===== src/ihrc_pkg.sv =====
// package for the ipv4 header receive check
// holds widths, verdict codes and the structs shared by the rtl files
// no dependencies
`default_nettype none

package ihrc_pkg;

    localparam int unsigned BYTE_W    = 8;
    localparam int unsigned COUNT_W   = 16;
    localparam int unsigned ADDR_W    = 32;
    localparam int unsigned VERDICT_W = 3;
    localparam int unsigned PADDR_W   = 3;
    localparam int unsigned PDATA_W   = 32;

    localparam logic [PADDR_W-1:0] REG_LOCAL_ADDRESS = 3'd0;

    localparam logic [3:0]          IP_VERSION   = 4'd4;
    localparam logic [3:0]          MIN_IHL      = 4'd5;
    localparam logic [COUNT_W-1:0]  MIN_HDR_LEN  = 16'd20;
    localparam logic [COUNT_W-1:0]  COUNT_MAX    = 16'hffff;
    localparam logic [15:0]         SUM_GOOD     = 16'hffff;
    localparam logic [COUNT_W-1:0]  TTL_POS      = 16'd8;
    localparam logic [COUNT_W-1:0]  DEST_FIRST   = 16'd16;
    localparam logic [COUNT_W-1:0]  DEST_LAST    = 16'd19;

    typedef enum logic [VERDICT_W-1:0] {
        VERDICT_ACCEPT    = 3'd0,
        VERDICT_VERSION   = 3'd1,
        VERDICT_TTL       = 3'd2,
        VERDICT_HDR_LEN   = 3'd3,
        VERDICT_DEST      = 3'd4,
        VERDICT_CHECKSUM  = 3'd5,
        VERDICT_TRUNCATED = 3'd6
    } t_verdict;

    typedef struct packed {
        logic              valid;
        logic [BYTE_W-1:0] data_byte;
        logic              last_byte;
    } t_step;

    typedef struct packed {
        t_verdict           verdict;
        logic [COUNT_W-1:0] packet_bytes;
    } t_result;

endpackage

`default_nettype wire


===== src/ihrc_in_if.sv =====
// input channel of the ipv4 header receive check: one packet byte per item
// depends on ihrc_pkg
`default_nettype none

interface ihrc_in_if;
    logic                        valid;
    logic                        ready;
    logic [ihrc_pkg::BYTE_W-1:0] data_byte;
    logic                        last_byte;

    modport source (output valid, output data_byte, output last_byte, input ready);
    modport sink   (input valid, input data_byte, input last_byte, output ready);
endinterface

`default_nettype wire


===== src/ihrc_out_if.sv =====
// output channel of the ipv4 header receive check: one verdict item per packet
// depends on ihrc_pkg
`default_nettype none

interface ihrc_out_if;
    logic                           valid;
    logic                           ready;
    logic [ihrc_pkg::VERDICT_W-1:0] verdict;
    logic [ihrc_pkg::COUNT_W-1:0]   packet_bytes;

    modport source (output valid, output verdict, output packet_bytes, input ready);
    modport sink   (input valid, input verdict, input packet_bytes, output ready);
endinterface

`default_nettype wire


===== src/ihrc_hdr_track.sv =====
// per-packet header state: field capture, running header sum, byte count
// gives the verdict for the byte being stepped; depends on ihrc_pkg
`default_nettype none

module ihrc_hdr_track (
    input  wire logic                         i_clk,
    input  wire logic                         i_rst_n,
    input  wire ihrc_pkg::t_step              i_step,
    input  wire logic [ihrc_pkg::ADDR_W-1:0]  i_local_address,
    output ihrc_pkg::t_result                 o_result
);

    logic [ihrc_pkg::COUNT_W-1:0] r_pos, n_pos;
    logic [7:0]                   r_vl, n_vl;
    logic [7:0]                   r_ttl, n_ttl;
    logic [ihrc_pkg::ADDR_W-1:0]  r_dest, n_dest;
    logic [15:0]                  r_sum, n_sum;
    logic [7:0]                   r_hold, n_hold;

    logic [5:0]  hdr_bytes;
    logic        in_hdr;
    logic [16:0] sum_raw;
    logic [7:0]  b;

    always_comb begin
        b      = i_step.data_byte;
        n_vl   = (r_pos == '0) ? b : r_vl;
        n_ttl  = (r_pos == ihrc_pkg::TTL_POS) ? b : r_ttl;
        n_dest = (r_pos >= ihrc_pkg::DEST_FIRST && r_pos <= ihrc_pkg::DEST_LAST) ?
                 {r_dest[ihrc_pkg::ADDR_W-9:0], b} : r_dest;

        hdr_bytes = {n_vl[3:0], 2'b00};
        in_hdr    = r_pos < {10'd0, hdr_bytes};

        // even header byte is held, odd byte completes a word for the sum
        sum_raw = {1'b0, r_sum} + {1'b0, r_hold, b};
        n_hold  = r_hold;
        n_sum   = r_sum;
        if (in_hdr) begin
            if (!r_pos[0]) begin
                n_hold = b;
            end else begin
                n_sum = sum_raw[15:0] + {15'd0, sum_raw[16]};
            end
        end

        n_pos = (r_pos == ihrc_pkg::COUNT_MAX) ? r_pos : r_pos + 16'd1;
    end

    always_comb begin
        o_result.packet_bytes = n_pos;
        priority if (n_pos < ihrc_pkg::MIN_HDR_LEN || n_pos < {10'd0, hdr_bytes}) begin
            o_result.verdict = ihrc_pkg::VERDICT_TRUNCATED;
        end else if (n_vl[7:4] != ihrc_pkg::IP_VERSION) begin
            o_result.verdict = ihrc_pkg::VERDICT_VERSION;
        end else if (n_ttl == 8'd0) begin
            o_result.verdict = ihrc_pkg::VERDICT_TTL;
        end else if (n_vl[3:0] < ihrc_pkg::MIN_IHL) begin
            o_result.verdict = ihrc_pkg::VERDICT_HDR_LEN;
        end else if (n_dest != i_local_address) begin
            o_result.verdict = ihrc_pkg::VERDICT_DEST;
        end else if (n_sum != ihrc_pkg::SUM_GOOD) begin
            o_result.verdict = ihrc_pkg::VERDICT_CHECKSUM;
        end else begin
            o_result.verdict = ihrc_pkg::VERDICT_ACCEPT;
        end
    end

    always_ff @(posedge i_clk) begin
        if (!i_rst_n) begin
            r_pos  <= '0;
            r_vl   <= '0;
            r_ttl  <= '0;
            r_dest <= '0;
            r_sum  <= '0;
            r_hold <= '0;
        end else if (i_step.valid) begin
            if (i_step.last_byte) begin
                r_pos  <= '0;
                r_vl   <= '0;
                r_ttl  <= '0;
                r_dest <= '0;
                r_sum  <= '0;
                r_hold <= '0;
            end else begin
                r_pos  <= n_pos;
                r_vl   <= n_vl;
                r_ttl  <= n_ttl;
                r_dest <= n_dest;
                r_sum  <= n_sum;
                r_hold <= n_hold;
            end
        end
    end

endmodule

`default_nettype wire


===== src/ipv4_header_receive_check_unit.sv =====
// ipv4 header receive check, top level
// uses ihrc_pkg, ihrc_in_if, ihrc_out_if and ihrc_hdr_track
//
// usage:
//   i_in carries a received packet one byte per item in wire order, with
//   last_byte set on the final byte. o_out carries one item per packet,
//   given for the final byte: the verdict (accept, bad version, zero ttl,
//   short header length, wrong destination, bad header sum, truncated, with
//   truncation checked first) and the saturating packet byte count.
//   the apb port holds local_address at byte address 0.
// timing:
//   one byte per cycle sustained unless a final byte waits on a blocked
//   output. a byte is registered at the input stage and stepped through
//   the header state while it sits there; the verdict for the final byte
//   is registered in the output register, which drives o_out.valid.
// reset:
//   synchronous active-low reset clears the per-packet state, local_address
//   and both stage valids; no clearing pass is needed.
// backpressure:
//   while a verdict waits on o_out.ready, bytes that are not final keep
//   flowing; a final byte waits in the input stage, and i_in.ready drops
//   only while that stage is full and cannot move.
`default_nettype none

module ipv4_header_receive_check_unit (
    input  wire logic                          i_clk,
    input  wire logic                          i_rst_n,
    ihrc_in_if.sink                            i_in,
    ihrc_out_if.source                         o_out,
    input  wire logic                          psel,
    input  wire logic                          penable,
    input  wire logic                          pwrite,
    input  wire logic [ihrc_pkg::PADDR_W-1:0]  paddr,
    input  wire logic [ihrc_pkg::PDATA_W-1:0]  pwdata,
    output logic      [ihrc_pkg::PDATA_W-1:0]  prdata,
    output logic                               pready
);

    logic [ihrc_pkg::ADDR_W-1:0] r_local_address;

    logic                        r_s1_valid;
    logic [ihrc_pkg::BYTE_W-1:0] r_s1_byte;
    logic                        r_s1_last;

    logic                        r_out_valid;
    ihrc_pkg::t_result           r_out;

    logic              advance;
    ihrc_pkg::t_step   step;
    ihrc_pkg::t_result result;

    // configuration
    assign pready = 1'b1;
    assign prdata = (paddr == ihrc_pkg::REG_LOCAL_ADDRESS) ? r_local_address : '0;

    always_ff @(posedge i_clk) begin
        if (!i_rst_n) begin
            r_local_address <= '0;
        end else if (psel && penable && pwrite && paddr == ihrc_pkg::REG_LOCAL_ADDRESS) begin
            r_local_address <= pwdata;
        end
    end

    // stage 1 moves on unless its item is final and the output is blocked
    assign advance    = !r_out_valid || o_out.ready || !r_s1_last;
    assign i_in.ready = !r_s1_valid || advance;

    always_ff @(posedge i_clk) begin
        if (!i_rst_n) begin
            r_s1_valid <= 1'b0;
        end else if (i_in.ready) begin
            r_s1_valid <= i_in.valid;
        end
    end

    always_ff @(posedge i_clk) begin
        if (i_in.ready && i_in.valid) begin
            r_s1_byte <= i_in.data_byte;
            r_s1_last <= i_in.last_byte;
        end
    end

    always_comb begin
        step.valid     = r_s1_valid && advance;
        step.data_byte = r_s1_byte;
        step.last_byte = r_s1_last;
    end

    ihrc_hdr_track u_track (
        .i_clk           (i_clk),
        .i_rst_n         (i_rst_n),
        .i_step          (step),
        .i_local_address (r_local_address),
        .o_result        (result)
    );

    always_ff @(posedge i_clk) begin
        if (!i_rst_n) begin
            r_out_valid <= 1'b0;
        end else if (step.valid && step.last_byte) begin
            r_out_valid <= 1'b1;
        end else if (o_out.ready) begin
            r_out_valid <= 1'b0;
        end
    end

    always_ff @(posedge i_clk) begin
        if (step.valid && step.last_byte) begin
            r_out <= result;
        end
    end

    assign o_out.valid        = r_out_valid;
    assign o_out.verdict      = r_out.verdict;
    assign o_out.packet_bytes = r_out.packet_bytes;

endmodule

`default_nettype wire


===== src/flat_wrapper.sv =====
// flat-port wrapper written by rule: the top's interface ports become plain ports
module ipv4_header_receive_check_unit_flat 
  (i_clk, i_rst_n, psel, penable, pwrite, paddr, pwdata, prdata, pready, i_in_valid, i_in_data_byte, i_in_last_byte, i_in_ready, o_out_valid, o_out_verdict, o_out_packet_bytes, o_out_ready);
  ihrc_in_if i_in_i ();
  ihrc_out_if o_out_i ();
  input  wire logic i_clk;
  input  wire logic i_rst_n;
  input  wire logic psel;
  input  wire logic penable;
  input  wire logic pwrite;
  input  wire logic [ihrc_pkg::PADDR_W-1:0] paddr;
  input  wire logic [ihrc_pkg::PDATA_W-1:0] pwdata;
  output logic      [ihrc_pkg::PDATA_W-1:0] prdata;
  output logic pready;
  input wire logic [$bits(i_in_i.valid)-1:0] i_in_valid;
  input wire logic [$bits(i_in_i.data_byte)-1:0] i_in_data_byte;
  input wire logic [$bits(i_in_i.last_byte)-1:0] i_in_last_byte;
  output wire logic [$bits(i_in_i.ready)-1:0] i_in_ready;
  output wire logic [$bits(o_out_i.valid)-1:0] o_out_valid;
  output wire logic [$bits(o_out_i.verdict)-1:0] o_out_verdict;
  output wire logic [$bits(o_out_i.packet_bytes)-1:0] o_out_packet_bytes;
  input wire logic [$bits(o_out_i.ready)-1:0] o_out_ready;
  assign i_in_i.valid = i_in_valid;
  assign i_in_i.data_byte = i_in_data_byte;
  assign i_in_i.last_byte = i_in_last_byte;
  assign i_in_ready = i_in_i.ready;
  assign o_out_valid = o_out_i.valid;
  assign o_out_verdict = o_out_i.verdict;
  assign o_out_packet_bytes = o_out_i.packet_bytes;
  assign o_out_i.ready = o_out_ready;
  ipv4_header_receive_check_unit u_core (.i_clk(i_clk), .i_rst_n(i_rst_n), .i_in(i_in_i), .o_out(o_out_i), .psel(psel), .penable(penable), .pwrite(pwrite), .paddr(paddr), .pwdata(pwdata), .prdata(prdata), .pready(pready));
endmodule

===== config.mk =====
export PLATFORM = sky130hd
export DESIGN_NAME = ipv4_header_receive_check_unit_flat
export DESIGN_NICKNAME = d
export VERILOG_FILES = /design/src/ihrc_pkg.sv /design/src/ihrc_in_if.sv /design/src/ihrc_out_if.sv /design/src/ihrc_hdr_track.sv /design/src/ipv4_header_receive_check_unit.sv /design/src/flat_wrapper.sv
export SDC_FILE = /design/constraint.sdc
export NUM_CORES = 1
export LEC_CHECK = 0
export ABC_AREA = 1
export BUFFER_PORTS_ARGS = -buffer_cell sky130_fd_sc_hd__buf_2
export CORE_ASPECT_RATIO = 0.5
export CORE_MARGIN = 4
export CORE_UTILIZATION = 33
export CTS_CLUSTER_SIZE = 12
export DETAILED_ROUTE_END_ITERATION = 12
export SETUP_SLACK_MARGIN = 0.4
export SYNTH_ARGS = -nofsm -noshare
export SYNTH_HDL_FRONTEND = slang
export SYNTH_SLANG_ARGS = --single-unit

===== constraint.sdc =====
create_clock -name i_clk -period 9.7 [get_ports i_clk]
set_input_delay 0 -clock i_clk [delete_from_list [all_inputs] [get_ports i_clk]]
set_output_delay 0 -clock i_clk [all_outputs]
set_load 0.1 [all_outputs]

* Word-level counts from Yosys, hierarchy flattened *
Index checks and enable logic that the tools add are counted.

word-level totals
  input bits = 51
  register bits after elaboration = 150
  word-level logic and storage cells = 70

operators by class
  reduce and logical (&&, ||, !) cells = 20
  order comparisons = 6
  add/sub/neg operators = 3
  eq/ne operators = 6
  multiplexer cells = 22

operator list
  kind                                                                                   count
  32-bit 2-to-1 mux                                                                      3
  16-bit 2-to-1 mux                                                                      5
  8-bit 2-to-1 mux                                                                       7
  16-bit by 6-bit < comparator with 1-bit output                                         2
  32-bit inequality test                                                                 1
  16-bit by 16-bit adder with 17-bit output                                              1
  16-bit by 1-bit adder with 16-bit output                                               1
  16-bit by 1-bit adder with 16-bit output (second input constant)                       1
  16-bit == test (second input constant)                                                 1
  16-bit by 4-bit == test with 1-bit output (second input constant)                      1
  16-bit by 5-bit greater-or-equal comparator with 1-bit output (second input constant)  1
  16-bit by 5-bit <= comparator with 1-bit output (second input constant)                1
  16-bit logical NOT                                                                     1
  16-bit by 5-bit < comparator with 1-bit output (second input constant)                 1
  16-bit inequality test (second input constant)                                         1
  3-bit 2-to-1 mux                                                                       5
  8-bit logical NOT                                                                      1
  1-bit logical AND                                                                      7
  1-bit logical OR                                                                       4
  4-bit by 3-bit < comparator with 1-bit output (second input constant)                  1
  4-bit by 3-bit inequality test with 1-bit output (second input constant)               1
  2-bit nonzero test                                                                     2
  1-bit logical NOT                                                                      3
  3-bit logical NOT                                                                      1
  3 further kinds                                                                        4

* Logic depth before layout (Yosys ltp) *
Gate-level depths: netlist of the first run.

  depth after elaboration = 10
  mapped depth = 32

* Modules after synthesis *
From an unflattened synthesis of the first run, not the netlist that was laid out.

second synthesis, totals
  cell total of the unflattened synthesis = 1473
  area total of the unflattened synthesis = 9402.8 µm²

by module, submodules not included
  module                          times used  area an instance (µm²)  cells an instance  sequential area each (µm²)
  ihrc_hdr_track                  1           6779.0                  1145               1761.7
  ipv4_header_receive_check_unit  1           2623.8                  328                1521.5

* Least setup slack after synthesis of the first run *
No wires, ideal clock.

  path type = reg2reg
  from = reg u_core.r_s1_byte[0] (netlist name)
  to = reg u_core.r_out (netlist bit u_core.o_out.verdict[0]) (data pin)
  slack = 6.166 ns
  stages on the path, launching flop included = 30
  path buffers = 0
  period minus slack after synthesis = 3.534 ns
  data required time = 9.442 ns
  arrival time = 3.276 ns
  path through = edfxtp_1 ha_1 inv_1 fa_1 inv_1 nand3_1 nand3_1 nand2_1 nand2_1 a21oi_1 o21bai_1 ha_1 ha_1 inv_1 nor2_1 nand3_1 nor2_1 nand3_1 nor2_1 nand2_1 nand2_1 nand2_1 nand2_1 nand2_1 nor2_1 nand3_1 nand2_1 nand2_1 nand2_1 a21oi_2

between the ends
  cells in the longest elaborated chain, start to end = 10
  elaborated cells between the ends (all ways) = 19
  classes of those cells = add/sub: 2; order compare: 3; eq/ne: 2; mux: 10; reduce/logical: 2

RTL lines
  item                                       RTL line                               source
  start: declaration                         ipv4_header_receive_check_unit.sv:42   logic [ihrc_pkg::BYTE_W-1:0] r_s1_byte;
  start signal: assignment                   ipv4_header_receive_check_unit.sv:78   r_s1_byte <= i_in.data_byte;
  16-bit by 16-bit adder with 17-bit output  ihrc_hdr_track.sv:36                   sum_raw = {1'b0, r_sum} + {1'b0, r_hold, b};
  16-bit by 1-bit adder with 16-bit output   ihrc_hdr_track.sv:43                   n_sum = sum_raw[15:0] + {15'd0, sum_raw[16]};
  16-bit 2-to-1 mux                          ihrc_hdr_track.sv:40                   if (!r_pos[0]) begin
  16-bit 2-to-1 mux                          ihrc_hdr_track.sv:39                   if (in_hdr) begin
  16-bit inequality test                     ihrc_hdr_track.sv:62                   end else if (n_sum != ihrc_pkg::SUM_GOOD) begin
  3-bit 2-to-1 mux                           ihrc_hdr_track.sv:62
  3-bit 2-to-1 mux                           ihrc_hdr_track.sv:60                   end else if (n_dest != i_local_address) begin
  3-bit 2-to-1 mux                           ihrc_hdr_track.sv:58                   end else if (n_vl[3:0] < ihrc_pkg::MIN_IHL) begin
  3-bit 2-to-1 mux                           ihrc_hdr_track.sv:56                   end else if (n_ttl == 8'd0) begin
  3-bit 2-to-1 mux                           ihrc_hdr_track.sv:54                   end else if (n_vl[7:4] != ihrc_pkg::IP_VERSION) begin
  end signal: assignment                     ipv4_header_receive_check_unit.sv:109  r_out <= result;
  end: declaration                           ipv4_header_receive_check_unit.sv:46   ihrc_pkg::t_result r_out;

Several ways; a longest one is shown, not always the timed one.
A chain may end at the register's enable or synchronous reset.

* Worst setup path in the final report of the first run *
  from = reg u_core.u_track.r_pos[0] (netlist name)
  to = reg u_core.r_out (netlist bit u_core.o_out.verdict[0]) (data pin)

between the ends
  cells in the longest elaborated chain, start to end = 10
  elaborated cells between the ends (all ways) = 27
  classes of those cells = add/sub: 1; order compare: 6; eq/ne: 5; mux: 11; reduce/logical: 4

RTL lines
  item                                            RTL line              source
  start: declaration                              ihrc_hdr_track.sv:13  logic [ihrc_pkg::COUNT_W-1:0] r_pos, n_pos;
  start signal: assignment                        ihrc_hdr_track.sv:86  r_pos <= n_pos;
  16-bit logical NOT                              ihrc_hdr_track.sv:27  n_vl = (r_pos == '0) ? b : r_vl;
  8-bit 2-to-1 mux                                ihrc_hdr_track.sv:27
  16-bit by 6-bit < comparator with 1-bit output  ihrc_hdr_track.sv:33  in_hdr = r_pos < {10'd0, hdr_bytes};
  16-bit 2-to-1 mux                               ihrc_hdr_track.sv:39
  16-bit inequality test                          ihrc_hdr_track.sv:62
  3-bit 2-to-1 mux                                ihrc_hdr_track.sv:62
  3-bit 2-to-1 mux                                ihrc_hdr_track.sv:60
  3-bit 2-to-1 mux                                ihrc_hdr_track.sv:58
  3-bit 2-to-1 mux                                ihrc_hdr_track.sv:56
  3-bit 2-to-1 mux                                ihrc_hdr_track.sv:54

Several ways; a longest one is shown, not always the timed one.

==> results of run 1 <==
-- state kept, by name, indices dropped and copies added (netlist names) --
register                   count
u_core.r_s1_last               1
u_core.u_track.r_dest         32
u_core.r_local_address        32
u_core.o_out.verdict           3
u_core.r_s1_byte               8
u_core.o_out.packet_bytes     16
u_core.u_track.r_sum          16
u_core.o_out.valid             1
u_core.u_track.r_vl            8
u_core.u_track.r_pos          16
u_core.u_track.r_ttl           8
u_core.u_track.r_hold          8
u_core.r_s1_valid              1
-- synth_stat cells (9+ instances only) --
cell	number	area (um2)
dfxtp_1	122	2440
a21oi_1	115	576
o21ai_0	80	400
edfxtp_1	28	841
nand2_1	353	1330
clkbuf_1	40	150
o22ai_1	23	144
xor2_1	33	289
o21ai_1	9	45.0
nand3_1	66	330
inv_1	184	691
ha_1	26	325
nor2_1	129	484
nand4_1	20	125
-- cells in the final DEF, fill, tap and decap left out, types with 20 or more instances in the layout --
master / count
a21oi_1: 115
buf_2: 103
dfxtp_1: 122
dlygate4sd3_1: 45
edfxtp_1: 28
ha_1: 26
inv_1: 184
nand2_1: 352
nand3_1: 66
nand4_1: 20
nor2_1: 128
o21ai_0: 80
o22ai_1: 23
xor2_1: 33
-- worst max-delay path: stages (launching register included) --
cell and delay, ns:
dfxtp_1 0.69, clkinv_1 0.39, ha_1 0.32, nand2_1 0.08
nor2_2 0.05, nand2_2 0.22, o21ai_0 0.29, ha_1 0.39
a21oi_1 0.06, nand3_1 0.11, clkinv_1 0.27, nand3_4 0.27
inv_4 0.08, nand2_1 0.09, nand2_1 0.07, nor2_1 0.09
nand3_1 0.07, nor2_1 0.12, nand3_1 0.18, nand2_1 0.10
nand2_1 0.05, nand2_1 0.08, a21oi_2 0.05
-- per-layer routing --
metal / up-vias / wire length (um)
met5: - / 0
met1: 3856 / 12400
met4: 0 / 433
li1: 4500 / -
met2: 174 / 11400
met3: 32 / 947
-- layout make-up --
cell class | instances | area (um2)
multi-input combinational | 933 | 4710
inverter | 195 | 734
timing repair buffer | 153 | 1000
sequential | 150 | 3280
clock inverter | 15 | 171
tap | 352 | 440
fill | 2722 | 15800
clock buffer | 17 | 425
-- per-stage QoR --
stage	hold slack [ns]	instance area (um2)	util (%)	setup WS [ns]	cells
floorplan	0.0989	8940	-	6.17	1326
global placement	0.178	9720	36.6	5.29	1738
detailed placement	0.181	9720	36.6	5.35	1738
CTS	0.0926	10800	40.6	5.33	1815
global route	0.119	10800	40.6	4.87	1815
finish	0.0966	10800	40.6	5.33	1815
-- kinds of logic (layout without fill, tap and decap cells) --
kind of cell	after synthesis	in the layout	synth area share (%)
buf+inv	243	380	10.8
other cells	1	1	0.0419
mux	4	4	0.490
flops	150	150	36.7
fa+ha+maj	27	27	3.86
simple gates	614	614	29.3
xor+xnor	36	36	3.61
compound gates	251	251	15.2
-- worst paths after layout --
check	start	end	slack [ns]	depth (start not counted)
setup / recovery	u_core.u_track.r_pos[0]	u_core.o_out.verdict[0]	5.33	22
hold / removal	i_rst_n	u_core.u_track.r_vl[5]	0.1	2
setup reg to reg	u_core.u_track.r_pos[0]	u_core.o_out.verdict[0]	5.33	22
hold reg to reg	u_core.u_track.r_dest[26]	u_core.u_track.r_dest[26]	0.46	2
-- power by group --
part	switching, mW	leakage, nW	internal (mW)
combinational	0.0902	3.03	0.0458
clock	0.331	0.293	0.349
sequential	0.00812	1.26	0.642
total	0.430	4.59	1.04
==> results.cfg, run 1 <==
[yosys]
yosys_register_bits = 150
ys.flop_type = dfxtp_1
ys_warn_count = 0
synth_seq_area_share_pct = 36.7
synth-async-reset-ratio_pct = 0
ys_types = 52
synthCells = 1326
netlist_area_mm2 = 0.00894
synth-edff-count = 28
synth_area_per_cell_um2 = 6.74
synth_nets = 1404

[drt]
wl_mm = 25.2
wl_per_cell_um = 13.9
drc = 0
dr.first_iter.drc_count = 535
vias_per_cell = 4.72
vias = 8562
ant_nets = 0
drt_first_pass_iters = 7

[pwr]
finalPower_mw = 1.47
p_leak_nw = 4.59
p_per_area_mw_per_mm2 = 136
peakVddDrop_mv = 0.136

[setup_path]
crit_required_ns = 9.90
critPathKind = reg2reg
cp.arrival_ns = 4.58
critPathLaunchType = register
cp_max_fo = 15
critPathCaptureType = register

[clock_tree]
htree_levels = 4
cts_root_buffer = clkbuf_16
cts_hold_buffers = 45
post_cts_resized = 0
clock-sinks = 150
cts_tree = done
clock_latency_ns = 0.45
ctsLongestPathBuffers = 2
clk_pin_slew_ns = 0.08
cts_setup_buffers = 0
cts_made_buffers = 17

[global_routing]
globalRouteOverflowTotal = 0
top_usage_layer = met2
grt_pass1_vias = 8170
antenna_found_initial = 0
met1_usage_pct = 22.9
met3_usage_pct = 3.38
grt_start_max_net_pins = 80
grt_use_total_pct = 16.9
grt_pass1_wl_mm = 41.4
met2_usage_pct = 27.6

[sta]
finalHoldViolCount = 0
maxSlewViolCount = 0
setup_tns_ns = 0
grt_setup_unrepaired = no
slew_headroom_pct = 31.8
fin_crit_sh_pct = 45.1
fin_worst_skew_ns = 0.0101
final-setup-viol-count = 0
min_period_ns = 4.37
max_freq_mhz = 229
tightest_slew_ns = 1.02

[die]
die_y_um = 124
io_pins = 105
placement_rows = 42
die_area_mm2 = 0.0300
fp.coreArea_mm2 = 0.0265
die_w_um = 241
start_util_pct = 33.7

[layout]
num_antenna_cells = 0
areaGrowthSynthToFinish_pct = 20.4
nets = 1528
drive_above_1_share_pct = 13.3

[worst_hold_path]
hold_path_class = in2reg

[placement]
port_buffers = 103
gp_congestion = 0.888
dp_hpwl_mm = 17.7

[run_status]
run_status = finished, final reports clean

[run]
cap_viol_max_count = 0
Power figures use the tool's default switching activity.
==> run 2: changes to the inputs <==
clock period = 4 ns   (was 9.7 ns; I/O delays follow)
==> run 2 against run 1 <==
Wire length is 4.8% higher. Sequential share of layout area is 1.3 points lower. Clock-buffer cell count is 9 higher. Critical path type unchanged. Non-clock buffer count is 34 higher. Clock skew is 0.0026 ns higher. Largest cell class unchanged. Largest power group unchanged. Global-route usage is 0.62 points higher. Final cell count is 1.9% higher. Critical endpoint unchanged. Via count is 4.5% higher. Clock power grew to 2.5 times the previous value. Sequential power is 140% higher. Die area stayed put. Flip-flop and latch count stayed put.
==> results.cfg, run 2 (same netlist as run 1, synthesis figures left out) <==
[layout]
final_common_cell = nand2_1
finalNonFillerCells = 1849
reg_top3 = u_core.r_local_address (32), u_core.u_track.r_dest (32)
nets = 1562
drive_above_1_share_pct = 17.6
multi_input_area_mm2 = 0.00488
num_antenna_cells = 0
areaGrowthSynthToFinish_pct = 25.6
num-fill-cells = 2713
layout_common_cells = nand2_1, inv_1, dfxtp_1, nor2_1, a21oi_1
ff_latch_area_mm2 = 0.00328

[placement]
port_buffers = 103
gp_congestion = 0.898
place_ws_ns = -0.00712
dp_hpwl_mm = 18.1
placed_cells = 1755

[sta]
final-setup-viol-count = 0
fin_crit_sh_pct = 93.7
finalHoldViolCount = 0
grt_setup_unrepaired = yes
fin_worst_skew_ns = 0.0127
tightest_slew_ns = 1.14
fin_ws_ns = 0.253
maxSlewViolCount = 0
min_period_ns = 3.75
max_freq_mhz = 267
slew_headroom_pct = 23.7

[drt]
vias = 8949
drt_first_pass_iters = 5
drc = 0
vias_per_cell = 4.84
dr.first_iter.drc_count = 804
ant_nets = 0
wl_mm = 26.4
wl_per_cell_um = 14.3

[global_routing]
antenna_found_initial = 0
met3_usage_pct = 3.23
grt_pass1_vias = 8338
top_usage_layer = met2
globalRouteOverflowTotal = 0
met2_usage_pct = 28.7
grt_start_max_net_pins = 65
grt_pass1_wl_mm = 42.7
grt_use_total_pct = 17.6
met1_usage_pct = 23.7

[clock_tree]
clock_latency_ns = 0.45
clk_pin_slew_ns = 0.07
cts_made_buffers = 17
htree_levels = 4
clock-sinks = 150
cts_root_buffer = clkbuf_16
ctsLongestPathBuffers = 2
cts_tree = done

[pwr]
internal_power_mw = 2.73
p_per_area_mw_per_mm2 = 327
power.switching_mw = 0.948
netSwitchingFraction_pct = 25.8
clockPowerShare_pct = 47.2
p_leak_nw = 4.78
seqPwrFrac_pct = 42.8
power_frac_comb_pct = 10.0
peakVddDrop_mv = 0.302

[setup_path]
critPathCaptureType = register
crit_required_ns = 4.20
cp_top_family = simple AND/OR/NAND/NOR gates
critPathKind = reg2reg
max_stage_delay_ns = 0.44
path_common_cell = nand2_1
cp_max_fo = 3
critPathLaunchType = register
critPathBufInv = 2
cp.arrival_ns = 3.95
cp_slowest_cell = edfxtp_1

[run]
cap_viol_max_count = 0

[die]
placement_rows = 42
start_util_pct = 33.7
die_area_mm2 = 0.0300
io_pins = 105
die_w_um = 241
fp.coreArea_mm2 = 0.0265
die_y_um = 124

[run_status]
run_status = finished, final reports clean

[worst_hold_path]
hold_path_class = in2reg
[run 2: path summary, 6_finish.rpt]
check,cells past startpoint,from,end,slack [ns]
max reg2reg,28,u_core.r_s1_byte[4],u_core.o_out.verdict[0],0.25
max,28,u_core.r_s1_byte[4],u_core.o_out.verdict[0],0.25
min reg2reg,2,u_core.u_track.r_dest[25],u_core.u_track.r_dest[25],0.46
min,2,i_rst_n,u_core.u_track.r_vl[4],0.12
[run 2: area by class of cell]
cell class / instances / area share [%]
Multi-Input combinational cell: 933 / 43.4
Sequential cell: 150 / 29.2
Timing Repair Buffer: 187 / 11.2
Inverter: 195 / 6.54
Clock buffer: 26 / 5.01
Tap cell: 352 / 3.92
Clock inverter: 6 / 0.635
[run 2: power groups by stage]
| stage | clock (mW) | combinational, mW | sequential [mW] |
|---|---|---|---|
| after floorplan | 0 | 0.194 | 1.62 |
| after global placement | 0 | 0.320 | 1.60 |
| after CTS | 1.75 | 0.359 | 1.57 |
| after global routing | 1.83 | 0.408 | 1.57 |
| after detailed placement | 0 | 0.319 | 1.60 |
| final | 1.73 | 0.369 | 1.57 |
[run 2: repair_timing]
action                     in CTS  in global routing
setup endpoints to repair       2                  3
hold endpoints to repair       43                  0
hold buffers                   44                  0
gates resized for setup        25                 20
pin swaps                      17                 15
setup buffers                  13                  5
[run 2: per-layer routing]
| metal | vias up | wire length (um) |
|---|---|---|
| met5 | - | 0 |
| met4 | 0 | 551 |
| met3 | 41 | 1140 |
| met2 | 221 | 12100 |
| met1 | 4121 | 12500 |
| li1 | 4566 | - |
[run 2: through the flow]
step                      hold slack (ns)  total power, mW  TNS (ns)  instance area (um2)  utilization, %
after global placement              0.180             1.92         0                 9840            37.1
after global routing                0.150             3.81   -0.0688                11200            42.3
after floorplan                    0.0989             1.81         0                 8940               -
after detailed placement            0.182             1.92  -0.00712                 9840            37.1
after CTS                           0.118             3.68         0                11100            41.9
final                               0.117             3.68         0                11200            42.3
